### src/hdl/otrip_pkg.sv
// Shared types, constants and register codes for the three-phase overcurrent trip.
// Used by the configuration, controller, datapath and top-level modules.
// No dependencies.
package otrip_pkg;

   localparam int ADC_BITS = 10;
   localparam int SAMPLE_W = 10;
   localparam int QUOT_W = 14;
   localparam int REM_W = 10;
   localparam int THR_W = 20;
   localparam int GAIN_W = 4;
   localparam int GAIN50_W = 10;
   localparam int PROD_W = SAMPLE_W + GAIN50_W;
   localparam int TENTHS_W = PROD_W - ADC_BITS;
   localparam int COUNT_W = 8;
   localparam int STEP_W = 4;
   localparam int CSR_INDEX_W = 3;
   localparam int CSR_DATA_W = 10;
   localparam int REQ_DATA_W = 40;
   localparam int RSP_DATA_W = 32;

   localparam logic [STEP_W-1:0] DIV_LAST = STEP_W'(QUOT_W - 1);
   localparam logic [STEP_W-1:0] PHASE_LAST = STEP_W'(2);
   localparam logic [GAIN50_W-1:0] GAIN_SCALE = GAIN50_W'(50);
   localparam logic [QUOT_W-1:0] SET_SCALE = QUOT_W'(10);
   localparam logic [THR_W-1:0] MIN_SCALE = THR_W'(10);
   localparam logic [COUNT_W-1:0] COUNT_MAX = {COUNT_W{1'b1}};

   localparam logic [1:0] FIRST_NONE = 2'd0;

   localparam logic [CSR_INDEX_W-1:0] REG_SET_MIN = 3'd0;
   localparam logic [CSR_INDEX_W-1:0] REG_SET_SPAN = 3'd1;
   localparam logic [CSR_INDEX_W-1:0] REG_ADC_FULL = 3'd2;
   localparam logic [CSR_INDEX_W-1:0] REG_GAIN = 3'd3;
   localparam logic [CSR_INDEX_W-1:0] REG_REL_TICKS = 3'd4;
   localparam logic [CSR_INDEX_W-1:0] REG_REL_RELOAD = 3'd5;
   localparam logic [CSR_INDEX_W-1:0] REG_BLINK_PERIOD = 3'd6;
   localparam logic [CSR_INDEX_W-1:0] REG_BLINK_ON = 3'd7;

   typedef struct packed {
      logic [5:0] set_min_amps;
      logic [5:0] set_span_amps;
      logic [9:0] set_adc_full;
      logic [GAIN_W-1:0] current_gain;
      logic [COUNT_W-1:0] release_ticks;
      logic [COUNT_W-1:0] release_reload;
      logic [COUNT_W-1:0] blink_period;
      logic [COUNT_W-1:0] blink_on_ticks;
   } cfg_type;

   localparam cfg_type CFG_RESET = '{
      set_min_amps: 6'd8,
      set_span_amps: 6'd12,
      set_adc_full: 10'd840,
      current_gain: 4'd6,
      release_ticks: 8'd10,
      release_reload: 8'd6,
      blink_period: 8'd10,
      blink_on_ticks: 8'd5
   };

   typedef enum logic [2:0] {
      ST_IDLE,
      ST_DIV,
      ST_THR,
      ST_PHASE,
      ST_FINISH
   } state_type;

   typedef struct packed {
      logic load;
      logic div_step;
      logic thr_load;
      logic phase_check;
      logic [1:0] phase_sel;
      logic finish;
   } cmd_type;

   typedef struct packed {
      logic out_blocked;
   } status_type;

endpackage

### src/hdl/otrip_csr.sv
// Configuration register file of the overcurrent trip.
// Depends on otrip_pkg for the register codes, reset values and cfg_type.
module otrip_csr (
   input  logic                                  clock,
   input  logic                                  reset,
   input  logic                                  csr_valid,
   output logic                                  csr_ready,
   input  logic [otrip_pkg::CSR_INDEX_W-1:0]     csr_index,
   input  logic [otrip_pkg::CSR_DATA_W-1:0]      csr_wdata,
   output otrip_pkg::cfg_type                    cfg
);

   otrip_pkg::cfg_type cfg_ff;
   otrip_pkg::cfg_type cfg_in;

   assign csr_ready = 1'b1;
   assign cfg = cfg_ff;

   always_comb begin
      cfg_in = cfg_ff;
      if (csr_valid) begin
         case (csr_index)
            otrip_pkg::REG_SET_MIN: cfg_in.set_min_amps = csr_wdata[5:0];
            otrip_pkg::REG_SET_SPAN: cfg_in.set_span_amps = csr_wdata[5:0];
            otrip_pkg::REG_ADC_FULL: cfg_in.set_adc_full = csr_wdata[9:0];
            otrip_pkg::REG_GAIN: cfg_in.current_gain = csr_wdata[3:0];
            otrip_pkg::REG_REL_TICKS: cfg_in.release_ticks = csr_wdata[7:0];
            otrip_pkg::REG_REL_RELOAD: cfg_in.release_reload = csr_wdata[7:0];
            otrip_pkg::REG_BLINK_PERIOD: cfg_in.blink_period = csr_wdata[7:0];
            otrip_pkg::REG_BLINK_ON: cfg_in.blink_on_ticks = csr_wdata[7:0];
            default: cfg_in = cfg_ff;
         endcase
      end
   end

   always_ff @(posedge clock) begin
      if (reset) begin
         cfg_ff <= otrip_pkg::CFG_RESET;
      end else begin
         cfg_ff <= cfg_in;
      end
   end

endmodule

### src/hdl/otrip_ctrl.sv
// Sequencing state machine of the overcurrent trip.
// Depends on otrip_pkg for state_type, cmd_type and status_type.
module otrip_ctrl (
   input  logic                     clock,
   input  logic                     reset,
   input  logic                     req_tvalid,
   output logic                     req_tready,
   input  otrip_pkg::status_type    status,
   output otrip_pkg::cmd_type       cmd
);

   otrip_pkg::state_type state_ff;
   otrip_pkg::state_type state_in;
   logic [otrip_pkg::STEP_W-1:0] step_ff;
   logic [otrip_pkg::STEP_W-1:0] step_in;

   always_ff @(posedge clock) begin
      if (reset) begin
         state_ff <= otrip_pkg::ST_IDLE;
         step_ff <= '0;
      end else begin
         state_ff <= state_in;
         step_ff <= step_in;
      end
   end

   always_comb begin
      state_in = state_ff;
      step_in = step_ff;
      cmd = '0;
      req_tready = 1'b0;
      case (state_ff)
         otrip_pkg::ST_IDLE: begin
            req_tready = 1'b1;
            if (req_tvalid) begin
               cmd.load = 1'b1;
               step_in = '0;
               state_in = otrip_pkg::ST_DIV;
            end
         end
         otrip_pkg::ST_DIV: begin
            cmd.div_step = 1'b1;
            if (step_ff == otrip_pkg::DIV_LAST) begin
               step_in = '0;
               state_in = otrip_pkg::ST_THR;
            end else begin
               step_in = step_ff + 1'b1;
            end
         end
         otrip_pkg::ST_THR: begin
            cmd.thr_load = 1'b1;
            step_in = '0;
            state_in = otrip_pkg::ST_PHASE;
         end
         otrip_pkg::ST_PHASE: begin
            cmd.phase_check = 1'b1;
            cmd.phase_sel = step_ff[1:0] + 2'd1;
            if (step_ff == otrip_pkg::PHASE_LAST) begin
               step_in = '0;
               state_in = otrip_pkg::ST_FINISH;
            end else begin
               step_in = step_ff + 1'b1;
            end
         end
         otrip_pkg::ST_FINISH: begin
            if (!status.out_blocked) begin
               cmd.finish = 1'b1;
               state_in = otrip_pkg::ST_IDLE;
            end
         end
         default: begin
            state_in = otrip_pkg::ST_IDLE;
            step_in = '0;
         end
      endcase
   end

   a_cmd_onehot: assert property (@(posedge clock) disable iff (reset)
      $onehot0({cmd.load, cmd.div_step, cmd.thr_load, cmd.phase_check, cmd.finish}))
      else $error("more than one datapath command at once");

   a_finish_not_blocked: assert property (@(posedge clock) disable iff (reset)
      cmd.finish |-> !status.out_blocked)
      else $error("result written while previous result still stalled");

endmodule

### src/hdl/otrip_dp.sv
// Datapath of the overcurrent trip: setpoint divider, threshold and phase scaling,
// trip state and result register. Depends on otrip_pkg for types and constants.
module otrip_dp (
   input  logic                                  clock,
   input  logic                                  reset,
   input  otrip_pkg::cfg_type                    cfg,
   input  otrip_pkg::cmd_type                    cmd,
   output otrip_pkg::status_type                 status,
   input  logic [otrip_pkg::REQ_DATA_W-1:0]      req_tdata,
   output logic                                  rsp_tvalid,
   input  logic                                  rsp_tready,
   output logic [otrip_pkg::RSP_DATA_W-1:0]      rsp_tdata
);

   logic [otrip_pkg::SAMPLE_W-1:0] phase1_ff, phase2_ff, phase3_ff;
   logic [otrip_pkg::QUOT_W-1:0] dq_ff;
   logic [otrip_pkg::QUOT_W-1:0] dq_in;
   logic [otrip_pkg::REM_W-1:0] rem_ff;
   logic [otrip_pkg::REM_W-1:0] rem_in;
   logic [otrip_pkg::THR_W-1:0] thr_ff;
   logic [1:0] first_ff;
   logic warn_ff;
   logic [otrip_pkg::COUNT_W-1:0] release_ff;
   logic [otrip_pkg::COUNT_W-1:0] blink_ff;
   logic rsp_valid_ff;
   logic rsp_relay_ff, rsp_buzzer_ff, rsp_warn_ff;
   logic [1:0] rsp_first_ff;
   logic [otrip_pkg::THR_W-1:0] rsp_thr_ff;

   logic [otrip_pkg::REM_W-1:0] full_eff;
   logic [otrip_pkg::REM_W:0] trial;
   logic trial_ge;
   logic [otrip_pkg::SAMPLE_W-1:0] phase_sample;
   logic [otrip_pkg::GAIN50_W-1:0] gain50;
   logic [otrip_pkg::PROD_W-1:0] phase_prod;
   logic [otrip_pkg::TENTHS_W-1:0] phase_tenths;
   logic phase_over;
   logic [otrip_pkg::COUNT_W-1:0] blink_inc, blink_next;
   logic [otrip_pkg::COUNT_W-1:0] release_inc;
   logic warn_next;
   logic [otrip_pkg::COUNT_W-1:0] release_next;

   assign status.out_blocked = rsp_valid_ff && !rsp_tready;
   assign rsp_tvalid = rsp_valid_ff;
   assign rsp_tdata = {7'd0, rsp_thr_ff, rsp_first_ff, rsp_warn_ff, rsp_buzzer_ff,
                       rsp_relay_ff};

   // Restoring division of setpoint*10 by the full-scale reading, one bit a cycle.
   assign full_eff = (cfg.set_adc_full == '0) ? otrip_pkg::REM_W'(1) : cfg.set_adc_full;
   assign trial = {rem_ff, dq_ff[otrip_pkg::QUOT_W-1]};
   assign trial_ge = trial >= {1'b0, full_eff};

   always_comb begin
      dq_in = dq_ff;
      rem_in = rem_ff;
      if (cmd.load) begin
         dq_in = otrip_pkg::QUOT_W'(req_tdata[9:0]) * otrip_pkg::SET_SCALE;
         rem_in = '0;
      end else if (cmd.div_step) begin
         dq_in = {dq_ff[otrip_pkg::QUOT_W-2:0], trial_ge};
         rem_in = trial_ge ? otrip_pkg::REM_W'(trial - {1'b0, full_eff})
                           : trial[otrip_pkg::REM_W-1:0];
      end
   end

   assign gain50 = otrip_pkg::GAIN50_W'(cfg.current_gain) * otrip_pkg::GAIN_SCALE;

   always_comb begin
      case (cmd.phase_sel)
         2'd1: phase_sample = phase1_ff;
         2'd2: phase_sample = phase2_ff;
         2'd3: phase_sample = phase3_ff;
         default: phase_sample = phase1_ff;
      endcase
   end

   assign phase_prod = otrip_pkg::PROD_W'(phase_sample) * otrip_pkg::PROD_W'(gain50);
   assign phase_tenths = phase_prod[otrip_pkg::PROD_W-1:otrip_pkg::ADC_BITS];
   assign phase_over = otrip_pkg::THR_W'(phase_tenths) > thr_ff;

   assign blink_inc = blink_ff + 1'b1;
   assign blink_next = (blink_inc >= cfg.blink_period) ? '0 : blink_inc;
   assign release_inc = (release_ff == otrip_pkg::COUNT_MAX) ? release_ff
                                                            : release_ff + 1'b1;

   always_comb begin
      warn_next = warn_ff;
      release_next = release_inc;
      if (first_ff != otrip_pkg::FIRST_NONE) begin
         warn_next = 1'b1;
         release_next = '0;
      end else if (release_inc > cfg.release_ticks) begin
         warn_next = 1'b0;
         release_next = cfg.release_reload;
      end
   end

   always_ff @(posedge clock) begin
      dq_ff <= dq_in;
      rem_ff <= rem_in;
      if (cmd.load) begin
         phase1_ff <= req_tdata[19:10];
         phase2_ff <= req_tdata[29:20];
         phase3_ff <= req_tdata[39:30];
      end
      if (cmd.thr_load) begin
         thr_ff <= otrip_pkg::THR_W'(dq_ff) * otrip_pkg::THR_W'(cfg.set_span_amps)
                   + otrip_pkg::THR_W'(cfg.set_min_amps) * otrip_pkg::MIN_SCALE;
      end
      if (cmd.finish) begin
         rsp_relay_ff <= warn_ff;
         rsp_buzzer_ff <= warn_ff && (blink_next < cfg.blink_on_ticks);
         rsp_warn_ff <= warn_next;
         rsp_first_ff <= first_ff;
         rsp_thr_ff <= thr_ff;
      end
   end

   always_ff @(posedge clock) begin
      if (reset) begin
         first_ff <= otrip_pkg::FIRST_NONE;
         warn_ff <= 1'b0;
         release_ff <= '0;
         blink_ff <= '0;
         rsp_valid_ff <= 1'b0;
      end else begin
         if (cmd.load) begin
            first_ff <= otrip_pkg::FIRST_NONE;
         end else if (cmd.phase_check && phase_over && first_ff == otrip_pkg::FIRST_NONE) begin
            first_ff <= cmd.phase_sel;
         end
         if (cmd.finish) begin
            warn_ff <= warn_next;
            release_ff <= release_next;
            blink_ff <= blink_next;
            rsp_valid_ff <= 1'b1;
         end else if (rsp_tready) begin
            rsp_valid_ff <= 1'b0;
         end
      end
   end

   a_finish_valid: assert property (@(posedge clock) disable iff (reset)
      cmd.finish |=> rsp_valid_ff)
      else $error("result register not loaded after finish");

   a_trip_sets_warning: assert property (@(posedge clock) disable iff (reset)
      cmd.finish && first_ff != otrip_pkg::FIRST_NONE |=> rsp_warn_ff && warn_ff)
      else $error("phase over threshold did not set the warning");

endmodule

### src/hdl/three_phase_overcurrent_trip.sv
// Top level of the three-phase overcurrent trip: configuration registers,
// controller and datapath. Depends on otrip_pkg, otrip_csr, otrip_ctrl and otrip_dp.
//
//   Channel   Direction  Handshake              Payload
//   req_      in         req_tvalid/req_tready  setpoint and three phase samples
//   rsp_      out        rsp_tvalid/rsp_tready  drives, warning, first phase, threshold
//   csr_      in         csr_valid/csr_ready    register index and write data
//
// An item passes through these steps in order: accept, the bit-serial setpoint divider,
// forming the threshold, a step for each phase on the shared scaling multiplier,
// then updating the trip state and loading the result register.
// A new item is accepted while the previous result waits to be taken; a stalled
// result holds the controller only at the final update step.
// Synchronous reset restores the register defaults and clears warning and counters.
module three_phase_overcurrent_trip (
   input  logic                                  clock,
   input  logic                                  reset,
   input  logic                                  req_tvalid,
   output logic                                  req_tready,
   // setpoint_sample[9:0], phase1_sample[19:10], phase2_sample[29:20],
   // phase3_sample[39:30]
   input  logic [otrip_pkg::REQ_DATA_W-1:0]      req_tdata,
   output logic                                  rsp_tvalid,
   input  logic                                  rsp_tready,
   // relay_drive[0], buzzer_drive[1], warning_now[2], first_phase_over[4:3],
   // threshold_tenths[24:5], zeros above
   output logic [otrip_pkg::RSP_DATA_W-1:0]      rsp_tdata,
   input  logic                                  csr_valid,
   output logic                                  csr_ready,
   input  logic [otrip_pkg::CSR_INDEX_W-1:0]     csr_index,
   input  logic [otrip_pkg::CSR_DATA_W-1:0]      csr_wdata
);

   otrip_pkg::cfg_type cfg;
   otrip_pkg::cmd_type cmd;
   otrip_pkg::status_type status;

   otrip_csr u_csr (
      .clock     (clock),
      .reset     (reset),
      .csr_valid (csr_valid),
      .csr_ready (csr_ready),
      .csr_index (csr_index),
      .csr_wdata (csr_wdata),
      .cfg       (cfg)
   );

   otrip_ctrl u_ctrl (
      .clock      (clock),
      .reset      (reset),
      .req_tvalid (req_tvalid),
      .req_tready (req_tready),
      .status     (status),
      .cmd        (cmd)
   );

   otrip_dp u_dp (
      .clock      (clock),
      .reset      (reset),
      .cfg        (cfg),
      .cmd        (cmd),
      .status     (status),
      .req_tdata  (req_tdata),
      .rsp_tvalid (rsp_tvalid),
      .rsp_tready (rsp_tready),
      .rsp_tdata  (rsp_tdata)
   );

endmodule
### config.mk
export PLATFORM = sky130hd
export DESIGN_NAME = three_phase_overcurrent_trip
export DESIGN_NICKNAME = d
export VERILOG_FILES = /design/src/hdl/otrip_pkg.sv /design/src/hdl/otrip_csr.sv /design/src/hdl/otrip_ctrl.sv /design/src/hdl/otrip_dp.sv /design/src/hdl/three_phase_overcurrent_trip.sv
export SDC_FILE = /design/constraint.sdc
export NUM_CORES = 1
export LEC_CHECK = 0
export BUFFER_PORTS_ARGS = -buffer_cell sky130_fd_sc_hd__buf_4
export CAP_MARGIN = 15
export CORE_MARGIN = 2
export CORE_UTILIZATION = 50
export CTS_BUF_LIST = sky130_fd_sc_hd__clkbuf_8
export CTS_CLUSTER_SIZE = 30
export DETAILED_ROUTE_END_ITERATION = 8
export PLACE_DENSITY = 0.74
export SLEW_MARGIN = 10
export SYNTH_ARGS = -nofsm -noshare
export SYNTH_HDL_FRONTEND = slang
export SYNTH_SLANG_ARGS = --single-unit
### constraint.sdc
create_clock -name clock -period 22.9 [get_ports clock]
set_input_delay 2.29 -clock clock [delete_from_list [all_inputs] [get_ports clock]]
set_output_delay 2.29 -clock clock [all_outputs]
set_load 0.1 [all_outputs]
Word-level counts from Yosys, hierarchy flattened
Cells that the tools add are included.

Eq/ne operators: 20. $lt $le $gt $ge: 5. Multiplexer cells: 30. Add/subtract/negate cells: 6. Multiply operators: 5. Reduce and logical (&&, ||, !) cells: 23. Bitwise gates (word level): 1.

Operator list (number): 8-bit 2-to-1 mux (4); 14-bit 2-to-1 mux (2); 20-bit by 10-bit adder with 20-bit output (1); 10-bit by 20-bit > comparator with 1-bit output (1); 14-bit by 6-bit multiplier with 20-bit output (1); 10-bit 2-to-1 mux (2); 10-bit one-hot mux with 2 select lines (1); 10-bit by 9-bit multiplier with 19-bit output (1); 2-bit AND reduction (9); 8-bit by 1-bit adder with 8-bit output (second input constant) (2); 4-bit one-hot mux with 4 select lines (1); 3-bit == test (second input constant) (5); 3-bit 2-to-1 mux (5); 3-bit one-hot mux with 5 select lines (1); 10-bit by 3-bit multiplier with 13-bit output (second input constant) (1); 3-bit by 2-bit == test with 1-bit output (second input constant) (4); 4-bit 2-to-1 mux (3); 11-bit by 10-bit >= comparator with 1-bit output (1); 1-bit 2-to-1 mux (11); 10-bit zero test (1); 10-bit subtractor (1); 4-bit by 5-bit multiplier with 9-bit output (second input constant) (1); 6-bit by 3-bit multiplier with 9-bit output (second input constant) (1); 8-bit == test (second input constant) (1); 19 further kinds (29).

Input bits: 58. Logic and storage cells: 117. Register bits after elaboration: 184. Output and inout port bits: 35.

Depth between registers and ports, before layout
Depth after elaboration: 8. Mapped depth: 32. Mapped depth without buffers: 29.

Cells and area by module
From an unflattened synthesis, not the netlist that was laid out.

Cell total of the unflattened synthesis: 1566. Area, all modules: 15026.9 um^2.

Modules (own cells, without submodules): otrip_dp (cells an instance 1293, sequential area each 3263.1 um^2, instances 1, area an instance 12220.5 um^2); otrip_csr (cells an instance 220, sequential area each 1161.1 um^2, instances 1, area an instance 2346.0 um^2); otrip_ctrl (cells an instance 53, sequential area each 140.1 um^2, instances 1, area an instance 460.4 um^2).

Least setup slack after synthesis
OpenSTA, ideal clock, no wires.

Kind: reg2reg. From: register u_ctrl.step_ff[0] (netlist bit). To: register u_dp.first_ff[0]. Path slack: 15.620 ns. Data required time: 22.763 ns. Clock period less this slack: 7.280 ns. Cell stages (with the launch flop): 30. Library setup time: 0.137 ns. Buffers on the path: 4. Arrival: 7.143 ns. Cells stage by stage: dfxtp_1 clkbuf_1 buf_1 inv_1 ha_1 and4bb_1 buf_6 clkbuf_1 nor2_1 a21oi_1 and2_1 fa_1 fa_1 fa_1 inv_1 fa_1 inv_1 ha_1 a21o_1 a21o_1 a21o_1 a21o_1 a211oi_2 o21bai_1 xor2_1 ha_1 a2111oi_0 a21oi_1 o21ai_0 o31ai_1.

Longest elaborated chain between the ends: 8. Elaborated cells on any way between the ends: 9. Those cells by class: 1 x add/sub; 1 x mul; 1 x order compare; 2 x eq/ne; 2 x mux; 2 x reduce/logical.

RTL lines: from (decl) (RTL line otrip_ctrl.sv:14) `logic [otrip_pkg::STEP_W-1:0] step_ff;`; from (signal assigned) (RTL line otrip_ctrl.sv:23) `step_ff <= step_in;`; 2-bit by 1-bit adder with 2-bit output * (RTL line otrip_ctrl.sv:57) `cmd.phase_sel = step_ff[1:0] + 2'd1;`; 3-bit 2-to-1 mux * (RTL line otrip_ctrl.sv:32) `case (state_ff)`; 2-bit == test (RTL line otrip_dp.sv:69) `case (cmd.phase_sel)`; 10-bit one-hot mux with 2 select lines (RTL line otrip_dp.sv:69); 10-bit by 9-bit multiplier with 19-bit output (RTL line otrip_dp.sv:77) `assign phase_prod = otrip_pkg::PROD_W'(phase_sample) * otrip_pkg::PROD_W'(gain50);`; 10-bit by 20-bit > comparator with 1-bit output (RTL line otrip_dp.sv:79) `assign phase_over = otrip_pkg::THR_W'(phase_tenths) > thr_ff;`; 1-bit logical AND (2 in series) (RTL line otrip_dp.sv:129) `end else if (cmd.phase_check && phase_over && first_ff == otrip_pkg::FIRST_NONE) begin`; to (signal assigned) (RTL line otrip_dp.sv:121) `first_ff <= otrip_pkg::FIRST_NONE;`; to (signal assigned) (RTL line otrip_dp.sv:128) `first_ff <= otrip_pkg::FIRST_NONE;`; to (signal assigned) (RTL line otrip_dp.sv:130) `first_ff <= cmd.phase_sel;`; to (decl) (RTL line otrip_dp.sv:21) `logic [1:0] first_ff;`.

Mark *: on every way between the ends. The rest lies on a longest branch, timed or not. A chain may end at the register's enable or synchronous reset.

Worst setup path after layout
Ends and elaborated chain as after synthesis.

==> key figures <==
Timing
  • Slew @ Worst Pin: around 1 ns
  • Min cycle time layout: 8.161 ns
  • Fin Setup TNS: 0 ns
  • Setup violators final: 0
  • Slew Limit Headroom: between 30% and 40%
  • Period utilisation layout: 35.64%
  • Max Fclk: 122.5 MHz
  • Final Max Slew Viols: 0
  • Unrepaired setup endpoints after global routing: no
  • Hold Fails Final Rpt: 0
  • Worst hold slack: approximately 0.45 ns
  • Clock Skews: around 0.018 ns

Synthesis
  • YS warnings: 0
  • Synth Instances: between 1,500 and 2,000
  • Synth top area share: 17.93%
  • Top post-synthesis cells by count: 198 x inv_1, 196 x nand2_1, 156 x ha_1, 116 x fa_1, 106 x nor2_1
  • Main synth FF type: dfxtp_1
  • Asr flop ratio synth: 0%
  • Yosys reg bits: 184
  • Post-Syn Area per Cell: ~9.5 um2
  • Synth area leader: edfxtp_1
  • Syn Std Cell Area: approximately 0.015 mm2
  • Synth cell types: between 60 and 70
  • Number of synthesized flops with an enable pin: between 80 and 90
  • Synth area leaders: edfxtp_1 18%, fa_1 16%, ha_1 13%
  • Register area share after synthesis: 30.98%
  • Most common cell in the netlist: inv_1

Detailed routing
  • Residual DRC count: 0
  • DR vias: about 11,000
  • Routed wire per std cell: approximately 16 um
  • Routed Antenna Nets: 0
  • DR iter-0 viols: slightly above 600
  • WL final: between 30,000 and 40,000 um
  • DR vias/cell: 5.294
  • 1st-pass router iterations: 5

Place
  • # port buffers: 84
  • DP Area: approximately 0.016 mm2
  • Routability cong.: ~0.9
  • Dpl hpwl: ~25,000 um

Global routing
  • Antenna violations before repair: 0
  • Grt ovf: 0
  • GRT Resource Usage Total: a little over a fifth
  • Pin count of the biggest net entering global routing: 82
  • Global-route wire length before repair: 52,580 um
  • Vias in the first global route: around 11,000

Status
  • Status: finished clean

Finish
  • Post-layout instance area: about 0.016 mm2
  • Sequential cell area: ~0.0046 mm2
  • Multi-input combinational cell area: between 0.009 and 0.01 mm2
  • Fillers: 2,551
  • ANT cells: 0
  • Area growth, synth to finish: 8.730%
  • Share of cells above drive strength 1: a little under 9%
  • Nets: 1,932

Setup path
  • CP Class: reg2reg
  • Arr. time, crit path: roughly 8.5 ns
  • Reg2reg start: u_ctrl.step_ff[0]
  • Critical Path RT: between 20 and 25 ns
  • Startpoint Class: flip-flop
  • Worst path bufs/invs: 3
  • CP Launch Point: u_ctrl.step_ff[0]
  • Worst-path fanout max: 25
  • CP delay by family, top: adder cells
  • Max stage delay on crit path: around 0.93 ns
  • Crit end category: flip-flop
  • Slowest-stage cell, CP: dfxtp_1

Clock tree
  • CTS Buffer Depth: 2
  • # resized after CTS: 0
  • TritonCTS Buffers: 17
  • Clock insertion delay at the later pin of the skew report: about 0.5 ns
  • CTS Root Buffer Type: clkbuf_8
  • CTS tree: done
  • H-Tree Depth: 4
  • Post-CTS Repair Setup Buffers: 0
  • Clock transition at path regs: 0.12 ns
  • Post-CTS Hold Buffers: 0
  • CTS sink cnt: 184

Floorplan
  • Initial Util: approximately 50%
  • Die ar.: approximately 0.03 mm2
  • Chip Height: about 180 um
  • Chip width: approximately 180 um
  • IO Pins: 93
  • Core area: slightly below 0.03 mm2
  • Core Rows: 62

Pwr
  • Pwr dens: between 80 and 90 mW/mm2
  • Worst VDD drop: slightly above 0.05 mV
  • LEAKAGE: about 7.4 nW
  • Final Power: between 0.001 and 0.0015 W

Flow run
  • Total of max-cap violations: 0

Hold path
  • Worst hold start: u_dp.warn_ff
  • HP Class: reg2reg
==> logic make-up after synthesis <==
| kind of cell | synth area share (%) |
|---|---|
| flip-flops | 30.98 |
| AO/OA/AOI/OAI | 10.37 |
| other | 0.05097 |
| buffers and inverters | 6.878 |
| XOR/XNOR | 3.210 |
| adder cells (fa/ha/maj) | 29.01 |
| multiplexers | 3.575 |
| AND/OR/NAND/NOR | 15.93 |
==> path summary, 6_finish.rpt <==
path                  endpoint  slack, ns  depth (start not counted)
max           u_dp.first_ff[0]      14.74                         25
min          u_dp.rsp_relay_ff       0.45                          0
max reg2reg   u_dp.first_ff[0]      14.74                         25
min reg2reg  u_dp.rsp_relay_ff       0.45                          0
==> placed cells by master, fill, tap and decap left out, types with 11 or more instances in the layout <==
cell and n:
fa_1 116, edfxtp_1 88, dfxtp_1 96, o21ai_0 31, nor2_1 106, nand2b_1 19
clkbuf_8 18, nand4_1 13, buf_4 88, and2_1 45, and3_1 11, nand3_1 26
o21a_1 15, mux2i_1 47, xor2_1 18, a211o_1 14, xnor2_1 36, nand2_1 196
a21o_1 33, nor2b_1 26, a21oi_1 77, ha_1 156, nor3_1 11, inv_1 198
==> final cells by class <==
cell class,count,share of cell area [%]
clock buffers,18,1.546
clock inverters,14,0.8279
inverters,199,4.663
multi-input cells,1112,57.35
flip-flops and latches,184,28.49
well taps,384,2.999
repair buffers,88,4.124
==> worst reg2reg max path, stage by stage, from the launching register on <==
cell,delay (ns)
dfxtp_1,0.93
inv_1,0.11
ha_1,0.38
and4bb_1,0.92
nor2_1,0.13
a21oi_1,0.46
and2_1,0.23
fa_1,0.44
fa_1,0.47
fa_1,0.56
inv_1,0.06
fa_1,0.54
inv_1,0.04
ha_1,0.35
a21o_1,0.20
a21o_1,0.17
a21o_1,0.19
a21o_1,0.20
a211oi_2,0.31
o21bai_1,0.12
xor2_1,0.15
ha_1,0.19
a2111oi_0,0.33
a21oi_1,0.12
o21ai_0,0.33
o31ai_1,0.10
==> sequential cells by signal, summed over array words and instances, names as in the netlist <==
signal              count
u_csr.cfg              58
u_ctrl.state_ff         3
u_ctrl.step_ff          4
u_dp.blink_ff           8
u_dp.dq_ff             14
u_dp.first_ff           2
u_dp.phase1_ff         10
u_dp.phase2_ff         10
u_dp.phase3_ff         10
u_dp.release_ff         8
u_dp.rem_ff            10
u_dp.rsp_buzzer_ff      1
u_dp.rsp_first_ff       2
u_dp.rsp_relay_ff       1
u_dp.rsp_thr_ff        20
u_dp.rsp_tvalid         1
u_dp.rsp_warn_ff        1
u_dp.thr_ff            20
u_dp.warn_ff            1
==> power by group <==
group / total [W] / internal (W) / switching [W]
sequential: 0.000424 / 0.000393 / 0.0000306
clock: 0.000218 / 0.0000830 / 0.000135
combinational: 0.000687 / 0.000303 / 0.000383
==> through the flow <==
step	setup slack, ns	utilization (%)	std cells
floorplan	15.62	-	1550
finish	14.74	55.52	1999
detailed placement	14.79	54.18	1967
global placement	14.90	54.18	1967
CTS	14.75	55.50	1999
global route	14.11	55.52	1999
==> routing by layer <==
| layer | GRT usage (%) | vias to the layer above | share of wire, % |
|---|---|---|---|
| li1 | - | 5228 | - |
| met1 | 27.48 | 5112 | 45 |
| met2 | 37.42 | 204 | 50 |
| met3 | 2.273 | 39 | 3.3 |
| met4 | 7.128 | 0 | 2.1 |
| met5 | 0 | - | 0 |
Note: power is estimated with default switching activity, not from simulation.
